===== src/sv/ehp_pkg.sv =====
`timescale 1ns / 1ps
`default_nettype none
// ----------------------------------------------------------------------------
// ehp_pkg
// Shared types, codes and helper functions of the element header parser.
// ----------------------------------------------------------------------------
package ehp_pkg;

  localparam logic [3:0] MaxIdBytes   = 4'd4;
  localparam logic [3:0] MaxVintBytes = 4'd8;

  localparam logic [1:0] MODE_HEADER   = 2'd0;
  localparam logic [1:0] MODE_UNSIGNED = 2'd1;
  localparam logic [1:0] MODE_SIGNED   = 2'd2;
  localparam logic [1:0] MODE_RAW      = 2'd3;

  localparam logic [1:0] ST_OK       = 2'd0;
  localparam logic [1:0] ST_ZERO     = 2'd1;
  localparam logic [1:0] ST_LONG_ID  = 2'd2;
  localparam logic [1:0] ST_OVERFLOW = 2'd3;

  localparam logic REG_MODE    = 1'b0;
  localparam logic REG_RAW_LEN = 1'b1;

  typedef enum logic [1:0] {
    KIND_ERR,
    KIND_RAW,
    KIND_VINT
  } ehp_kind_e;

  typedef struct packed {
    ehp_kind_e   kind;
    logic [1:0]  status;
    logic [1:0]  mode;
    logic [63:0] value;
    logic [3:0]  len;
    logic [3:0]  hlen;
    logic [31:0] held_id;
    logic [31:0] start_off;
  } ehp_rec_t;

  // 1..8 from the position of the leading one, 9 for a zero byte
  function automatic logic [3:0] lead_len(input logic [7:0] b);
    logic [3:0] n;
    n = 4'd9;
    for (int i = 0; i < 8; i++) begin
      if (b[i]) n = 4'(8 - i);
    end
    return n;
  endfunction

  // ones over the 7*len value bits of a vint
  function automatic logic [63:0] vint_mask(input logic [3:0] len);
    logic [63:0] m;
    m = '0;
    for (int i = 0; i < 8; i++) begin
      if (4'(i) < len) m[7*i +: 7] = 7'h7f;
    end
    return m;
  endfunction

endpackage
`default_nettype wire


===== src/sv/ehp_regs.sv =====
`timescale 1ns / 1ps
`default_nettype none
// ----------------------------------------------------------------------------
// ehp_regs
// APB-style register file: decode mode and raw integer length.
// ----------------------------------------------------------------------------
module ehp_regs
  import ehp_pkg::*;
(
  input  wire logic        clk_i,
  input  wire logic        rst_ni,
  input  wire logic        psel,
  input  wire logic        penable,
  input  wire logic        pwrite,
  input  wire logic [2:0]  paddr,
  input  wire logic [31:0] pwdata,
  output logic [31:0]      prdata,
  output logic             pready,
  output logic [1:0]       decode_mode_o,
  output logic [3:0]       raw_length_o
);

  logic       wr_en;
  logic [1:0] mode_q;
  logic [3:0] raw_len_q;

  assign wr_en  = psel & penable & pwrite;
  assign pready = 1'b1;

  always_ff @(posedge clk_i or negedge rst_ni) begin
    if (!rst_ni) begin
      mode_q    <= MODE_HEADER;
      raw_len_q <= 4'd1;
    end else if (wr_en) begin
      case (paddr[2])
        REG_MODE:    mode_q    <= pwdata[1:0];
        REG_RAW_LEN: raw_len_q <= pwdata[3:0];
        default:     mode_q    <= mode_q;
      endcase
    end
  end

  always_comb begin
    case (paddr[2])
      REG_MODE:    prdata = {30'd0, mode_q};
      REG_RAW_LEN: prdata = {28'd0, raw_len_q};
      default:     prdata = '0;
    endcase
  end

  assign decode_mode_o = mode_q;
  assign raw_length_o  = raw_len_q;

endmodule
`default_nettype wire


===== src/sv/ehp_decode.sv =====
`timescale 1ns / 1ps
`default_nettype none
// ----------------------------------------------------------------------------
// ehp_decode
// Byte-wise parse state machine; registers one record per finished item.
// ----------------------------------------------------------------------------
module ehp_decode
  import ehp_pkg::*;
(
  input  wire logic        clk_i,
  input  wire logic        rst_ni,
  input  wire logic        in_valid_i,
  output logic             in_ready_o,
  input  wire logic [7:0]  data_byte_i,
  input  wire logic        start_req_i,
  input  wire logic [31:0] item_offset_i,
  input  wire logic [1:0]  decode_mode_i,
  input  wire logic [3:0]  raw_length_i,
  output logic             rec_valid_o,
  output ehp_rec_t         rec_o,
  input  wire logic        rec_ready_i
);

  typedef enum logic [1:0] {
    PH_IDLE,
    PH_ID,
    PH_VINT,
    PH_RAW
  } phase_e;

  phase_e      phase_q, phase_d;
  logic [63:0] acc_q, acc_d;
  logic [3:0]  seen_q, seen_d;
  logic [3:0]  vlen_q, vlen_d;
  logic [31:0] id_q, id_d;
  logic [3:0]  hcnt_q, hcnt_d;
  logic [31:0] soff_q, soff_d;
  logic        rec_valid_q;
  ehp_rec_t    rec_q, rec_d;
  logic        emit;
  logic        fail;
  logic        take;
  logic [3:0]  llen;
  logic [3:0]  raw_n;

  assign in_ready_o = !rec_valid_q || rec_ready_i;
  assign take       = in_valid_i && in_ready_o;
  assign llen       = lead_len(data_byte_i);

  always_comb begin
    if (raw_length_i == 4'd0) begin
      raw_n = 4'd1;
    end else if (raw_length_i > 4'd8) begin
      raw_n = 4'd8;
    end else begin
      raw_n = raw_length_i;
    end
  end

  always_comb begin
    phase_d = phase_q;
    acc_d   = acc_q;
    seen_d  = seen_q;
    vlen_d  = vlen_q;
    id_d    = id_q;
    hcnt_d  = hcnt_q;
    soff_d  = soff_q;
    emit    = 1'b0;
    fail    = 1'b0;
    rec_d   = rec_q;

    if (start_req_i) begin
      case (decode_mode_i)
        MODE_HEADER: phase_d = PH_ID;
        MODE_RAW:    phase_d = PH_RAW;
        default:     phase_d = PH_VINT;
      endcase
      acc_d  = '0;
      seen_d = '0;
      vlen_d = '0;
      id_d   = '0;
      hcnt_d = '0;
      soff_d = item_offset_i;
    end

    if (phase_d != PH_IDLE) begin
      acc_d  = {acc_d[55:0], data_byte_i};
      seen_d = seen_d + 4'd1;
      rec_d.mode      = decode_mode_i;
      rec_d.value     = acc_d;
      rec_d.held_id   = id_d;
      rec_d.start_off = soff_d;
      rec_d.len       = vlen_d;
      rec_d.status    = ST_OK;
      if (phase_d == PH_RAW) begin
        if (seen_d >= raw_n) begin
          emit       = 1'b1;
          rec_d.kind = KIND_RAW;
          rec_d.hlen = raw_n;
          phase_d    = PH_IDLE;
        end
      end else begin
        if (seen_d == 4'd1) begin
          if (data_byte_i == 8'd0) begin
            fail         = 1'b1;
            rec_d.status = ST_ZERO;
          end else if (phase_d == PH_ID && llen > MaxIdBytes) begin
            fail         = 1'b1;
            rec_d.status = ST_LONG_ID;
          end else if (phase_d == PH_VINT && llen > MaxVintBytes) begin
            fail         = 1'b1;
            rec_d.status = ST_ZERO;
          end else begin
            vlen_d = llen;
          end
        end
        if (fail) begin
          emit       = 1'b1;
          rec_d.kind = KIND_ERR;
          rec_d.hlen = hcnt_d + seen_d;
          phase_d    = PH_IDLE;
        end else if (seen_d >= vlen_d) begin
          if (phase_d == PH_ID) begin
            id_d    = acc_d[31:0];
            hcnt_d  = vlen_d;
            phase_d = PH_VINT;
            acc_d   = '0;
            seen_d  = '0;
            vlen_d  = '0;
          end else begin
            emit       = 1'b1;
            rec_d.kind = KIND_VINT;
            rec_d.len  = vlen_d;
            rec_d.hlen = hcnt_d + vlen_d;
            phase_d    = PH_IDLE;
          end
        end
      end
    end
  end

  always_ff @(posedge clk_i or negedge rst_ni) begin
    if (!rst_ni) begin
      phase_q     <= PH_IDLE;
      acc_q       <= '0;
      seen_q      <= '0;
      vlen_q      <= '0;
      id_q        <= '0;
      hcnt_q      <= '0;
      soff_q      <= '0;
      rec_valid_q <= 1'b0;
    end else if (take) begin
      phase_q     <= phase_d;
      acc_q       <= acc_d;
      seen_q      <= seen_d;
      vlen_q      <= vlen_d;
      id_q        <= id_d;
      hcnt_q      <= hcnt_d;
      soff_q      <= soff_d;
      rec_valid_q <= emit;
    end else if (rec_ready_i) begin
      rec_valid_q <= 1'b0;
    end
  end

  always_ff @(posedge clk_i) begin
    if (take && emit) begin
      rec_q <= rec_d;
    end
  end

  assign rec_valid_o = rec_valid_q;
  assign rec_o       = rec_q;

endmodule
`default_nettype wire


===== src/sv/ehp_result.sv =====
`timescale 1ns / 1ps
`default_nettype none
// ----------------------------------------------------------------------------
// ehp_result
// Forms value, offsets and status from a parse record; output register.
// ----------------------------------------------------------------------------
module ehp_result
  import ehp_pkg::*;
(
  input  wire logic         clk_i,
  input  wire logic         rst_ni,
  input  wire logic         rec_valid_i,
  input  wire ehp_rec_t     rec_i,
  output logic              rec_ready_o,
  output logic              out_valid_o,
  input  wire logic         out_ready_i,
  output logic [31:0]       element_id_o,
  output logic [63:0]       unsigned_value_o,
  output logic signed [55:0] signed_value_o,
  output logic [3:0]        header_length_o,
  output logic [31:0]       body_offset_o,
  output logic [31:0]       body_end_o,
  output logic [31:0]       total_length_o,
  output logic              unknown_size_o,
  output logic [1:0]        status_o
);

  logic        out_valid_q;
  logic        load;
  logic [63:0] vmask;
  logic [63:0] value;
  logic [31:0] doff;
  logic [56:0] total;
  logic        ovf;
  logic [5:0]  sidx;
  logic        sbit;

  logic [31:0] id_d, id_q;
  logic [63:0] uv_d, uv_q;
  logic [55:0] sv_d, sv_q;
  logic [3:0]  hlen_d, hlen_q;
  logic [31:0] doff_q;
  logic [31:0] eoff_d, eoff_q;
  logic [31:0] esz_d, esz_q;
  logic        unk_d, unk_q;
  logic [1:0]  st_d, st_q;

  assign rec_ready_o = !out_valid_q || out_ready_i;
  assign load        = rec_valid_i && rec_ready_o;

  assign vmask = vint_mask(rec_i.len);
  assign value = rec_i.value & vmask;
  assign doff  = rec_i.start_off + {28'd0, rec_i.hlen};
  assign total = {25'd0, rec_i.start_off} + {53'd0, rec_i.hlen} + value[56:0];
  assign ovf   = |total[56:32];
  assign sidx  = 6'(({2'd0, rec_i.len} << 3) - {2'd0, rec_i.len} - 6'd1);
  assign sbit  = value[sidx];

  always_comb begin
    id_d   = '0;
    uv_d   = '0;
    sv_d   = '0;
    hlen_d = rec_i.hlen;
    eoff_d = '0;
    esz_d  = '0;
    unk_d  = 1'b0;
    st_d   = ST_OK;
    case (rec_i.kind)
      KIND_ERR: begin
        id_d = rec_i.held_id;
        st_d = rec_i.status;
      end
      KIND_RAW: begin
        uv_d = rec_i.value;
      end
      KIND_VINT: begin
        case (rec_i.mode)
          MODE_HEADER: begin
            id_d = rec_i.held_id;
            uv_d = value;
            if (value == vmask) begin
              unk_d  = 1'b1;
              eoff_d = '1;
              esz_d  = '1;
            end else if (ovf) begin
              st_d = ST_OVERFLOW;
            end else begin
              eoff_d = total[31:0];
              esz_d  = value[31:0] + {28'd0, rec_i.hlen};
            end
          end
          MODE_SIGNED: begin
            sv_d = value[55:0] | (sbit ? ~vmask[55:0] : 56'd0);
          end
          default: begin
            uv_d = value;
          end
        endcase
      end
      default: begin
        st_d = ST_OK;
      end
    endcase
  end

  always_ff @(posedge clk_i or negedge rst_ni) begin
    if (!rst_ni) begin
      out_valid_q <= 1'b0;
    end else if (load) begin
      out_valid_q <= 1'b1;
    end else if (out_ready_i) begin
      out_valid_q <= 1'b0;
    end
  end

  always_ff @(posedge clk_i) begin
    if (load) begin
      id_q   <= id_d;
      uv_q   <= uv_d;
      sv_q   <= sv_d;
      hlen_q <= hlen_d;
      doff_q <= doff;
      eoff_q <= eoff_d;
      esz_q  <= esz_d;
      unk_q  <= unk_d;
      st_q   <= st_d;
    end
  end

  assign out_valid_o      = out_valid_q;
  assign element_id_o     = id_q;
  assign unsigned_value_o = uv_q;
  assign signed_value_o   = sv_q;
  assign header_length_o  = hlen_q;
  assign body_offset_o    = doff_q;
  assign body_end_o       = eoff_q;
  assign total_length_o   = esz_q;
  assign unknown_size_o   = unk_q;
  assign status_o         = st_q;

endmodule
`default_nettype wire


===== src/sv/ebml_element_header_parser_unit.sv =====
`timescale 1ns / 1ps
`default_nettype none
// ----------------------------------------------------------------------------
// ebml_element_header_parser_unit
// EBML element header / vint / raw integer parser, one byte per request.
// path: a result passes the decode record register and then the result output register
// throughput: one byte per cycle while in_ready_o is high, set by the byte-wise parse state machine
// a waiting result does not stop input until the record stage behind it fills
// reset clears parse state and pipeline valids; decode mode 0, raw length 1
// ----------------------------------------------------------------------------
module ebml_element_header_parser_unit
  import ehp_pkg::*;
(
  input  wire logic          clk_i,
  input  wire logic          rst_ni,
  input  wire logic          psel,
  input  wire logic          penable,
  input  wire logic          pwrite,
  input  wire logic [2:0]    paddr,
  input  wire logic [31:0]   pwdata,
  output logic [31:0]        prdata,
  output logic               pready,
  input  wire logic          in_valid_i,
  output logic               in_ready_o,
  input  wire logic [7:0]    data_byte_i,
  input  wire logic          start_req_i,
  input  wire logic [31:0]   item_offset_i,
  output logic               out_valid_o,
  input  wire logic          out_ready_i,
  output logic [31:0]        element_id_o,
  output logic [63:0]        unsigned_value_o,
  output logic signed [55:0] signed_value_o,
  output logic [3:0]         header_length_o,
  output logic [31:0]        body_offset_o,
  output logic [31:0]        body_end_o,
  output logic [31:0]        total_length_o,
  output logic               unknown_size_o,
  output logic [1:0]         status_o
);

  logic [1:0] decode_mode;
  logic [3:0] raw_length;
  logic       rec_valid;
  logic       rec_ready;
  ehp_rec_t   rec;

  ehp_regs u_regs (
    .clk_i         (clk_i),
    .rst_ni        (rst_ni),
    .psel          (psel),
    .penable       (penable),
    .pwrite        (pwrite),
    .paddr         (paddr),
    .pwdata        (pwdata),
    .prdata        (prdata),
    .pready        (pready),
    .decode_mode_o (decode_mode),
    .raw_length_o  (raw_length)
  );

  ehp_decode u_decode (
    .clk_i         (clk_i),
    .rst_ni        (rst_ni),
    .in_valid_i    (in_valid_i),
    .in_ready_o    (in_ready_o),
    .data_byte_i   (data_byte_i),
    .start_req_i   (start_req_i),
    .item_offset_i (item_offset_i),
    .decode_mode_i (decode_mode),
    .raw_length_i  (raw_length),
    .rec_valid_o   (rec_valid),
    .rec_o         (rec),
    .rec_ready_i   (rec_ready)
  );

  ehp_result u_result (
    .clk_i            (clk_i),
    .rst_ni           (rst_ni),
    .rec_valid_i      (rec_valid),
    .rec_i            (rec),
    .rec_ready_o      (rec_ready),
    .out_valid_o      (out_valid_o),
    .out_ready_i      (out_ready_i),
    .element_id_o     (element_id_o),
    .unsigned_value_o (unsigned_value_o),
    .signed_value_o   (signed_value_o),
    .header_length_o  (header_length_o),
    .body_offset_o    (body_offset_o),
    .body_end_o       (body_end_o),
    .total_length_o   (total_length_o),
    .unknown_size_o   (unknown_size_o),
    .status_o         (status_o)
  );

endmodule
`default_nettype wire


===== config.mk =====
export PLATFORM = sky130hd
export DESIGN_NAME = ebml_element_header_parser_unit
export DESIGN_NICKNAME = d
export VERILOG_FILES = /design/src/sv/ehp_pkg.sv /design/src/sv/ehp_regs.sv /design/src/sv/ehp_decode.sv /design/src/sv/ehp_result.sv /design/src/sv/ebml_element_header_parser_unit.sv
export SDC_FILE = /design/constraint.sdc
export NUM_CORES = 1
export LEC_CHECK = 0
export ABC_AREA = 1
export BUFFER_PORTS_ARGS = -buffer_cell sky130_fd_sc_hd__buf_4
export CAP_MARGIN = 40
export CORE_MARGIN = 4
export CORE_UTILIZATION = 45
export DETAILED_ROUTE_END_ITERATION = 16
export PLACE_DENSITY_LB_ADDON = 0.05
export SKIP_LAST_GASP = 1
export SYNTH_ARGS = -nofsm -noshare
export SYNTH_HDL_FRONTEND = slang
export SYNTH_SLANG_ARGS = --single-unit

===== constraint.sdc =====
create_clock -name clk_i -period 16.9 [get_ports clk_i]
set_input_delay 2.535 -clock clk_i [delete_from_list [all_inputs] [get_ports clk_i]]
set_output_delay 2.535 -clock clk_i [all_outputs]
set_load 0.005 [all_outputs]

==> results.json, run 1 <==
{
  "status": "completed",
  "power.total_mw": 5.71,
  "num-fill-cells": 5801,
  "vdd_ir_drop_max_uv": 112,
  "finalWirelength_um": 97600,
  "seq_area_mm2": 0.0155,
  "drt-initial-drc-count": 2404,
  "drt-wirelength-per-cell_um": 22.1,
  "setup-tns-final_ns": 0,
  "tightestPinTransition_ns": 0.875,
  "grt_antenna_before_repair": 1,
  "path_class": "input pin to register",
  "maxSlewHeadroom_pct": 41.6,
  "synthSimpleGateAreaFrac_pct": 22.3,
  "min_period_over_period_pct": 44.9,
  "worst-path-max-fanout": 56,
  "viasPerCell": 5.43,
  "synth_top_family_by_area": "simple AND/OR/NAND/NOR gates",
  "place_congestion": 0.935,
  "pwr-share-seq_pct": 36.7,
  "die_height_um": 261,
  "first_global_vias": 23200,
  "synth-edff-count": 397,
  "cp.required_ns": 17.21,
  "ys_types": 66,
  "drtPass1Iterations": 6,
  "cp-end-kind": "register",
  "clock-root-buffer": "clkbuf_16",
  "setup_viol": 0,
  "internal_power_mw": 3.33,
  "finalClockSkew_ns": 0.0429,
  "synth.top_cells.by_count": "605 x nand2_1, 446 x inv_1, 426 x nor2_1",
  "ys_top_cells_by_area": "edfxtp_1 41%, dfrtp_1 12%, nand2_1 7.9%, inv_1 5.8%, nor2_1 5.6%",
  "cts_resized": 0,
  "placed_area_mm2": 0.0319,
  "drv_cap": 0,
  "row_count": 92,
  "synth_flop_cell": "edfxtp_1",
  "utilization_pct": 53.5,
  "multi_input_area_mm2": 0.0108,
  "tritoncts": "built",
  "grt_setup_unrepaired": "false",
  "arrival_ns": 7.91,
  "drv_slew": 0,
  "synth_compound_area_share_pct": 10.1,
  "yosysMostFrequentCell": "nand2_1",
  "yosysSeqAreaShare_pct": 53.8,
  "synthAdderAreaFrac_pct": 2.96,
  "holdCritPathClass": "register to register",
  "ant_nets": 0,
  "layout-drive-gt1-share_pct": 16.2,
  "yosys_warnings": 0,
  "yosysTopAreaCell": "edfxtp_1",
  "via_count": 24000,
  "muxShareOfSynthArea_pct": 0.0392,
  "clk-insertion-delay-late_ns": 0.65,
  "p_leak_nw": 14.8,
  "place_inst": 4306,
  "finalNonFillerCells": 4413,
  "switching_share_pct": 41.7,
  "nets": 3666,
  "period_minus_slack_ns": 7.60,
  "synth_xor_xnor_area_share_pct": 1.80,
  "syn_area_mm2": 0.0288,
  "cts_setup_buffers": 0,
  "overflow": 0,
  "synth_top_area_share_pct": 41.4,
  "avgSynthCellArea_um2": 8.89,
  "grt_pass1_wl_um": 144000,
  "timing.fmax_mhz": 132,
  "drc": 0,
  "ys_seq_elements": 539,
  "clock_sinks": 539,
  "start_util_pct": 45.5,
  "syn2layout_area_growth_pct": 17.5,
  "core_mm2": 0.0632,
  "grt_max_degree": 119,
  "fin_area_mm2": 0.0338,
  "dieArea_mm2": 0.0680,
  "synthArstFlopShare_pct": 26.3,
  "postCtsHoldBufs": 0,
  "p_comb_share_pct": 41.4,
  "clockPowerShare_pct": 21.9,
  "die_w_um": 261,
  "clk_path_buf_depth": 3,
  "cts_buffers": 56,
  "netlist_instances": 3234,
  "cp-start-kind": "input pin",
  "clk_pin_slew_ns": 0.06,
  "power_switching_mw": 2.38,
  "io_pins": 373,
  "power.density_mw_per_mm2": 169,
  "numPortBuffers": 313,
  "grt.total_usage_pct": 28.1,
  "hold_viol": 0,
  "hpwl_um": 75100,
  "htree_levels": 2
}
[layout by cell type (no fill, tap or decap), types with 54 or more instances in the layout]
cell type    n
nand2_1    604
clkbuf_16   56
nor3_1      54
nand3_1    178
buf_4      336
edfxtp_1   397
a21oi_1    171
ha_1        60
nor2_1     423
nand3_2     54
dfrtp_1    141
inv_1      444
o21ai_0    227
[logic make-up (layout without fill, tap and decap cells)]
kind of cell / after synthesis / after routing
xor+xnor: 59 / 59
buf+inv: 617 / 922
fa+ha+maj: 65 / 65
mux: 1 / 1
flops: 539 / 539
compound gates: 526 / 526
simple gates: 1425 / 1425
other cells: 2 / 30
[registers in the layout, indices dropped and copies added (netlist names), 2 cells and up]
signal and flops:
u_decode.seen_q 4, u_result.body_end_o 32, u_result.element_id_o 32, u_decode.acc_q 56
u_decode.id_q 32, u_result.status_o 2, u_decode.phase_q 2, u_decode.rec_o 142
u_decode.soff_q 32, u_regs.raw_length_o 4, u_result.total_length_o 32, u_result.unsigned_value_o 64
u_decode.vlen_q 4, u_decode.hcnt_q 4, u_regs.decode_mode_o 2, u_result.header_length_o 4
u_result.signed_value_o 56, u_result.body_offset_o 32
[layout make-up]
cell class | instances | area share, %
Antenna cell | 1 | 0.00740
Clock buffer | 79 | 4.67
Clock inverter | 27 | 0.948
Inverter | 469 | 5.25
Multi-Input combinational cell | 2105 | 32.1
Sequential cell | 539 | 45.8
Tap cell | 846 | 3.13
Timing Repair Buffer | 347 | 8.13
[layer usage]
metal / global-route usage [%] / up-vias / wire length [um]
met1: 40.3 / 11500 / 42700
met3: 4.78 / 158 / 7720
li1: - / 11300 / -
met4: 9.75 / 0 / 3550
met2: 43.2 / 1002 / 43600
met5: 0 / - / 0
[worst max-delay path, stage by stage]
cell and delay [ns]:
buf_4 0.35, inv_1 0.07, buf_4 0.27, nand2_1 0.14, inv_1 0.07, ha_1 0.19
xnor2_1 0.25, nor3_1 0.52, inv_1 0.14, nor2_1 0.36, nand3_1 0.13, o21a_1 0.22
ha_1 0.33, inv_1 0.04, nor2_1 0.09, o211ai_1 0.09, nand3_1 0.16, nand2_1 0.11
nand2_1 0.10, nand3_1 0.20, inv_4 0.64, buf_4 0.54, buf_16 0.31
[path summary, 6_finish.rpt]
kind / start / endpoint / slack (ns) / cells past startpoint
max in group asynchronous: rst_ni / u_decode.hcnt_q[0] / 13.50 / 2
min in group asynchronous: rst_ni / u_regs.decode_mode_o[0] / 1.97 / 1
min reg2reg: u_decode.phase_q[0] / u_decode.phase_q[0] / 0.49 / 2
max reg2reg: u_decode.rec_o[71] / u_result.status_o[1] / 9.88 / 26
min: u_decode.phase_q[0] / u_decode.phase_q[0] / 0.49 / 2
max: start_req_i / u_decode.rec_o[106] / 9.30 / 23
[through the flow]
step / worst slack, ns / hold WS, ns
2_1_floorplan: 1.16 / 0.447
3_3_place_gp: 8.44 / 0.468
3_5_place_dp: 8.52 / 0.473
5_1_grt: 8.72 / 0.497
6_report: 9.30 / 0.487
4_1_cts: 9.19 / 0.487
[power by group through the flow]
stage	clock network, mW	logic [mW]	registers [mW]
finish	1.25	2.36	2.10
global route	1.33	2.58	2.13
CTS	1.28	2.33	2.09
detailed placement	0	2.32	2.12
global placement	0	2.29	2.11
floorplan	0	1.35	2.13
Power figures use the tool's default switching activity.
==> run 2: changes to the inputs <==
==> constraint.sdc (replaced) <==
create_clock -name clk_i -period 6.1 [get_ports clk_i]
set_input_delay 0.915 -clock clk_i [delete_from_list [all_inputs] [get_ports clk_i]]
set_output_delay 0.915 -clock clk_i [all_outputs]
set_load 0.005 [all_outputs]
==> run 2 against run 1 <==
Compared with the run above: sequential power grew to 2.8 times the previous value; worst hold slack lost 0.34 ns; sequential share of layout area fell by 0.44 points; via count is 0.22% higher; clock-buffer cell count down 10; critical path depth increased by 3; global-route usage about the same; largest cell class unchanged; routed wire length hardly changed; die area unchanged.
==> results.json, run 2 (synthesized netlist as in run 1, its figures left out) <==
{
  "p_leak_nw": 15.0,
  "arrival_ns": 6.34,
  "cp-start-kind": "register",
  "grt.total_usage_pct": 28.1,
  "largest_reg_flops": 142,
  "clk_pin_slew_ns": 0.06,
  "path_class": "register to register",
  "numPortBuffers": 313,
  "holdCritPathClass": "input pin to asynchronous set/reset pin",
  "pre_cts_ws_ns": 0.265,
  "drt-initial-drc-count": 2145,
  "start_util_pct": 45.5,
  "setup_viol": 0,
  "period_minus_slack_ns": 5.81,
  "place_congestion": 0.946,
  "power.density_mw_per_mm2": 472,
  "worst-path-max-fanout": 30,
  "nets": 3699,
  "layout-drive-gt1-share_pct": 17.0,
  "hpwl_um": 75800,
  "io_pins": 373,
  "cts_buffers": 56,
  "drv_cap": 0,
  "cp-end-kind": "register",
  "drtPass1Iterations": 7,
  "core_mm2": 0.0632,
  "cpMaxStageDelayCell": "or4_1",
  "drv_slew": 0,
  "crit_path_max_incr_delay_ns": 0.51,
  "dieArea_mm2": 0.0680,
  "viasPerCell": 5.41,
  "ant_nets": 0,
  "drt-wirelength-per-cell_um": 22.0,
  "die_height_um": 261,
  "clockPowerShare_pct": 22.4,
  "syn2layout_area_growth_pct": 18.6,
  "layout_setup_ws_ns": 0.286,
  "tightestPinTransition_ns": 0.924,
  "power_switching_mw": 6.67,
  "status": "completed",
  "overflow": 0,
  "layout_commonest_cell": "nand2_1",
  "grt_setup_unrepaired": "false",
  "vdd_ir_drop_max_uv": 462,
  "htree_levels": 2,
  "hold_viol": 0,
  "clock-root-buffer": "clkbuf_16",
  "grt_max_degree": 139,
  "drc": 0,
  "layout_common_cells": "604 x nand2_1, 444 x inv_1, 423 x nor2_1, 397 x edfxtp_1, 368 x buf_4",
  "clk_path_buf_depth": 3,
  "switching_share_pct": 41.4,
  "min_period_over_period_pct": 95.3,
  "grt_antenna_before_repair": 2,
  "grt_pass1_wl_um": 143000,
  "placed_area_mm2": 0.0321,
  "tritoncts": "built",
  "first_global_vias": 23000,
  "via_count": 24000,
  "fin_area_mm2": 0.0341,
  "die_w_um": 261,
  "finalClockSkew_ns": 0.0698,
  "timing.fmax_mhz": 172,
  "row_count": 92,
  "pwr-share-seq_pct": 36.1,
  "internal_power_mw": 9.44,
  "clk-insertion-delay-late_ns": 0.66,
  "num-fill-cells": 5711,
  "finalWirelength_um": 97600,
  "cp.required_ns": 6.62,
  "p_comb_share_pct": 41.5,
  "clock_sinks": 539,
  "maxSlewHeadroom_pct": 38.4,
  "ff2ff_path_depth": 26,
  "setup-tns-final_ns": 0
}
run 2: cell count changes in the layout (fill, tap and decap cells not counted), sizes merged:
| cell | previous run | this run |
|---|---|---|
| clkinv | 22 | 25 |
| buf | 347 | 380 |
| inv | 467 | 466 |
| clkbuf | 79 | 69 |
| bufinv | 4 | 8 |
| clkinvlp | 3 | 4 |
run 2: power by group through the flow:
| stage | Combinational [mW] | Sequential (mW) | Clock (mW) |
|---|---|---|---|
| 2_1_floorplan | 3.74 | 5.76 | 0 |
| 3_3_place_gp | 6.55 | 5.85 | 0 |
| 3_5_place_dp | 6.58 | 5.87 | 0 |
| 4_1_cts | 6.61 | 5.81 | 3.65 |
| 5_1_grt | 7.29 | 5.90 | 3.81 |
| 6_report | 6.69 | 5.81 | 3.61 |
run 2: final timing paths:
kind	start	to	slack (ns)
max	u_decode.rec_o[67]	u_result.body_end_o[1]	0.29
min	rst_ni	u_decode.acc_q[54]	0.15
max reg2reg	u_decode.rec_o[67]	u_result.body_end_o[1]	0.29
min reg2reg	u_regs.decode_mode_o[1]	u_decode.rec_o[137]	0.49
max in group asynchronous	rst_ni	u_decode.acc_q[18]	4.57
min in group clk_i	u_regs.decode_mode_o[1]	u_decode.rec_o[137]	0.49
run 2: cell type report:
class                           count  area [um^2]  area share [%]
Sequential cell                   539        15500            45.4
Multi-Input combinational cell   2105        10900            31.8
Clock inverter                     34          447            1.31
Tap cell                          846         1060            3.10
Antenna cell                        1         2.50         0.00733
Clock buffer                       69         1500            4.40
Inverter                          469         1770            5.20
Timing Repair Buffer              380         3010            8.82
run 2: routing by layer:
metal	track usage, %	vias up	routed length (um)
met5	0	-	13
met4	9.35	2	3530
met3	5.25	189	7670
met2	42.8	1002	42900
met1	40.5	11500	43500
li1	-	11300	-
run 2: worst max-delay path, delay by kind of cell (launching register included):
| kind | cells | cell delay, ns |
|---|---|---|
| XOR/XNOR | 1 | 0.16 |
| adder cells (fa/ha/maj) | 2 | 0.80 |
| flip-flops | 1 | 0.50 |
| buffers and inverters | 3 | 0.58 |
| AND/OR/NAND/NOR | 20 | 3.62 |
run 2: per-stage QoR:
| stage | power (mW) | instances | hold slack (ns) | utilization, % |
|---|---|---|---|---|
| 2_1_floorplan | 9.51 | 3261 | 0.447 | - |
| 3_3_place_gp | 12.4 | 4334 | 0.464 | 50.7 |
| 5_1_grt | 17.0 | 4442 | 0.152 | 54.0 |
| 4_1_cts | 16.1 | 4441 | 0.133 | 53.9 |
| 3_5_place_dp | 12.5 | 4338 | 0.470 | 50.9 |
| 6_report | 16.1 | 4443 | 0.150 | 54.0 |
run 2: repair_timing:
item	in CTS	in global routing
setup endpoints to repair	0	66
gates resized for setup	0	3
hold endpoints to repair	0	0
setup buffers	0	1
hold buffers	0	0
